File: src/sv/fde_pkg.sv
package fde_pkg;

  // Field widths of the command and result channels.
  localparam int CMD_W    = 3;
  localparam int COORD_W  = 10;
  localparam int COLOUR_W = 16;
  localparam int STATUS_W = 2;

  // Command codes.
  localparam logic [CMD_W-1:0] CMD_PIXEL  = 3'd0;
  localparam logic [CMD_W-1:0] CMD_RECT   = 3'd1;
  localparam logic [CMD_W-1:0] CMD_SCREEN = 3'd2;
  localparam logic [CMD_W-1:0] CMD_WOPEN  = 3'd3;
  localparam logic [CMD_W-1:0] CMD_IMAGE  = 3'd4;
  localparam logic [CMD_W-1:0] CMD_READ   = 3'd5;

  // Status codes.
  localparam logic [STATUS_W-1:0] STAT_DONE    = 2'd0;
  localparam logic [STATUS_W-1:0] STAT_NONE    = 2'd1;
  localparam logic [STATUS_W-1:0] STAT_NO_WIN  = 2'd2;
  localparam logic [STATUS_W-1:0] STAT_UNUSED  = 2'd3;

  // One result as it travels to the output buffer.
  typedef struct packed {
    logic [STATUS_W-1:0] status;
    logic [COLOUR_W-1:0] read_word;
  } res_t;

endpackage

File: src/sv/fde_if.sv


// Result channel: one status word per request.
interface fde_rsp_if;
  logic                         valid;
  logic                         ready;
  logic [fde_pkg::STATUS_W-1:0] status;
  logic [fde_pkg::COLOUR_W-1:0] read_word;

  modport source (output valid, status, read_word, input ready);
  modport sink (input valid, status, read_word, output ready);
endinterface

File: src/sv/fde_out_buf.sv
module fde_out_buf (
  input  logic          clk,
  input  logic          rst,
  input  logic          push,
  input  fde_pkg::res_t push_data,
  output logic          free,
  fde_rsp_if.source     result
);
  import fde_pkg::*;

  logic valid;
  res_t data;

  // The slot can be loaded when empty or when its result leaves now.
  assign free = !valid || result.ready;

  always_ff @(posedge clk) begin
    if (rst) begin
      valid <= 1'b0;
    end else if (push) begin
      valid <= 1'b1;
    end else if (result.ready) begin
      valid <= 1'b0;
    end
  end

  always_ff @(posedge clk) begin
    if (push) begin
      data <= push_data;
    end
  end

  assign result.valid     = valid;
  assign result.status    = data.status;
  assign result.read_word = data.read_word;

endmodule

File: src/flat_wrapper.sv
// flat-port wrapper written by rule: the top's interface ports become plain ports
module fde_out_buf_flat import fde_pkg::*;
  (clk, rst, push, push_data, free, result_valid, result_status, result_read_word, result_ready);
  fde_rsp_if result_i ();
  input  logic clk;
  input  logic rst;
  input  logic push;
  input  fde_pkg::res_t push_data;
  output logic free;
  output wire logic [$bits(result_i.valid)-1:0] result_valid;
  output wire logic [$bits(result_i.status)-1:0] result_status;
  output wire logic [$bits(result_i.read_word)-1:0] result_read_word;
  input wire logic [$bits(result_i.ready)-1:0] result_ready;
  assign result_valid = result_i.valid;
  assign result_status = result_i.status;
  assign result_read_word = result_i.read_word;
  assign result_i.ready = result_ready;
  fde_out_buf u_core (.clk(clk), .rst(rst), .push(push), .push_data(push_data), .free(free), .result(result_i));
endmodule
File: config.mk
export PLATFORM = sky130hd
export DESIGN_NAME = fde_out_buf_flat
export DESIGN_NICKNAME = d
export VERILOG_FILES = /design/src/sv/fde_pkg.sv /design/src/sv/fde_if.sv /design/src/sv/fde_out_buf.sv /design/src/flat_wrapper.sv
export SDC_FILE = /design/constraint.sdc
export NUM_CORES = 1
export LEC_CHECK = 0
export BUFFER_PORTS_ARGS = -buffer_cell sky130_fd_sc_hd__buf_4
export CORE_MARGIN = 1.5
export CORE_UTILIZATION = 34
export DETAILED_ROUTE_END_ITERATION = 7
export PLACE_DENSITY = 0.78
export SYNTH_ARGS = -nofsm -noshare
export SYNTH_HDL_FRONTEND = slang
export SYNTH_SLANG_ARGS = --single-unit
export TNS_END_PERCENT = 50
File: constraint.sdc
create_clock -name clk -period 0.8 [get_ports clk]
set_clock_uncertainty 0.15 [all_clocks]
set_input_delay 0.04 -clock clk [delete_from_list [all_inputs] [get_ports clk]]
set_output_delay 0.04 -clock clk [all_outputs]
set_load 0.01 [all_outputs]
==> impl_results.md <==
* Crit. path cell count at 1
* Leakage power at 0.554 nW
* Cell variety after synth at 5
* Clock transition at the registers of the reported paths at 100 ps
* Total global routing overflow at 0
* CP arrival at 840 ps
* Tmin final at 1030 ps
* Core ar. at 1560 µm²
* Initial Util at 37.6%
* Highest clock rate at 966 MHz
* Antenna Cells at 0
* Worst-skew pair later-pin latency at 280 ps
* # DRC at 3
* Seq/Total Area, Yosys at 95.5%
* Initial antenna violation count at 0
* Max Cap Viol at 0
* CTS tree: done
* Total CTS buffers at 3
* Final hold vios at 22
* YS warnings at 0
* Pwr dens at 1680 nW/µm²
* Area share of fa/ha/maj cells after synthesis at 0%
* Non-Filler Instances at 104
* Post-route ant nets at 0
* Initial DRT Pass Iterations at 5
* Total wire length at 1410 µm
* Maximum clock path buffer count at 2
* PortBufs at 41
* Critical Path Sink: result_status[1]
* Die W at 44.5 µm
* Worst reg2reg path startpoint: u_core.result.valid$_SDFFE_PP0P_
* Synth Area in Compound Gates at 1.49%
* H-tree levels at 1
* Kind of critical path: flop to output port
* Final setup violation count at 29
* FP Rows at 14
* Vias in the first global route at 501
* Final-layout fill cell count at 85
* Worst vdd ir at 1.28 mV
* CP max FO at 1
* Post-synth top area cell: edfxtp_1
* Wirelength per Cell at 13.5 µm
* Layout cells sized above 1 at 56.8%
* Number of synthesized register bits at 19
* GPL Wtd Cong at 0.607
* Clk sinks at 19
* Inst Count DP at 79
* Die H at 44.5 µm
* First-pass GRT wire length at 2100 µm
* Hold Path Class: primary input to flop
* CTS root buf: clkbuf_4
* Yosys top cell area share at 92.1%
* Failing checks: design-rule violations, negative hold slack, negative setup slack
* Status: finished with violations
* DIE AREA at 1980 µm²
* Least-Margin Pin Slew at 226 ps
* Total power at 2.07 mW
* Largest net degree at the start of global routing at 20
* Post-synthesis simple-gate area fraction at 2.35%
* Setup TNS at -4330 ps
* Relative slew slack at 84.9%
* Multi-input logic area at 22.5 µm²
* Synth Cell Area at 587 µm²
* DP Wirelength at 871 µm
* GR Util All Layers at 15.6%
* Sequential cell area at 562 µm²
* Synth top cells by count: edfxtp_1 (18), a21oi_2 (1), dfxtp_1 (1), inv_1 (1), nand2b_4 (1)
* Hold path start: push_data[2]
* Synth Net Count at 44
* Final worst path period share at 129%
* Post-synth EDFFs at 18
* Setup WS post-layout at -235 ps
* Data required, critical path at 610 ps
* Post-Syn Instances at 22
* DR vias/cell at 4.31
* CP max stage delay at 420 ps
* Crit path launch type: flop
* Post-Synth XOR/XNOR Area at 0%
* Hold slack at -41.5 ps
* CP Buf/Inv Count at 1
* Worst setup path startpoint: u_core.result.status[1]$_DFFE_PP_
* Hold-fix buffers at CTS at 19
* Top cells by area, synth: edfxtp_1 (92%), dfxtp_1 (3.4%), nand2b_4 (2.3%)
* Slowest cell on crit path: edfxtp_1
* R2R Setup Slk at -150 ps
* Reg2Reg Depth at 4
* Largest family of logic cells by synthesized area: simple AND/OR/NAND/NOR gates
* FF-to-FF End: u_core.result.valid$_SDFFE_PP0P_
* Layout Nets at 111
* Critical path's top delay family: flip-flops
* DRC violation total after the first TritonRoute iteration at 8
* I/O Pins at 42
* Worst slack at placement at 46.5 ps
* Top-count cell post-synth: edfxtp_1
* Max-slew violations at 0
* Critical path cell sequence: buf_6
* RSZ-0062 raised after global routing: yes
* Multiplexer share of the synthesized area at 0%
* Critical Path End Type: output port
* Area grow syn2layout at 110%
* Top FF cell, synth: edfxtp_1
* Async S/R FF share, synth at 0%
* Avg Inst Size Synth at 26.7 µm²
* Via Count at 448
-- power breakdown --
group	internal, mW	switching, mW
Sequential	1.18	0.0374
Combinational	0.272	0.120
Clock	0.186	0.275
-- metrics by stage --
stage | area, µm² | util, % | hold WS (ps)
4_1_cts | 1190 | 76.1 | -69.9
2_1_floorplan | 588 | - | -54.9
3_5_place_dp | 916 | 58.7 | 42.5
5_1_grt | 1230 | 79.0 | -41.9
3_3_place_gp | 916 | 58.7 | 38.9
6_report | 1230 | 79.0 | -41.5
-- timing repair --
| item | CTS | global route |
|---|---|---|
| buffers inserted | 1 | 1 |
| endpoints found under the hold margin | 37 | 22 |
| pin swaps | 1 | 0 |
| resized for setup | 12 | 11 |
| setup endpoints to repair | 20 | 24 |
-- cells in the final DEF (no fill, tap or decap), drive strengths merged --
cell type,instances
buf,43
edfxtp,18
dlygate4sd3,16
clkbuf,3
dlymetal6s4s,3
inv,1
nand2b,1
a21oi,1
clkinv,1
dfxtp,1
-- how the worst min path moves through the flow --
stage                     cells after the start                              endpoint
after global placement                        2      u_core.result.valid$_SDFFE_PP0P_
after CTS                                     4      u_core.result.valid$_SDFFE_PP0P_
after global routing                          2  u_core.result.read_word[2]$_DFFE_PP_
final                                         2  u_core.result.read_word[2]$_DFFE_PP_
after detailed placement                      2      u_core.result.valid$_SDFFE_PP0P_
after floorplan                               1      u_core.result.valid$_SDFFE_PP0P_
-- metal layers --
metal	routed length [µm]	part of all wire [%]	global-route usage, %	vias up
li1	-	-	-	218
met1	411	29	14.7	209
met2	910	65	31.6	19
met3	79	5.6	2.45	2
met4	4	0.28	7.27	0
met5	0	0	0	-
-- cells by family after synthesis --
kind of cell	Yosys count
flip-flops	19
AND/OR/NAND/NOR	1
AO/OA/AOI/OAI	1
buffers and inverters	1
-- sequential cells by signal, summed over array words and instances (netlist names) --
signal                   flops
u_core.result.status         2
u_core.result.read_word     16
u_core.result.valid          1
-- final cells by class --
class                           count  share of cell area [%]
Sequential cell                    19                    45.6
Clock buffer                        3                    1.83
Multi-Input combinational cell      2                    1.83
Tap cell                           16                    1.63
Timing Repair Buffer               62                    48.4
Inverter                            1                   0.305
Clock inverter                      1                   0.407
Note: power is estimated with default switching activity, not from simulation.
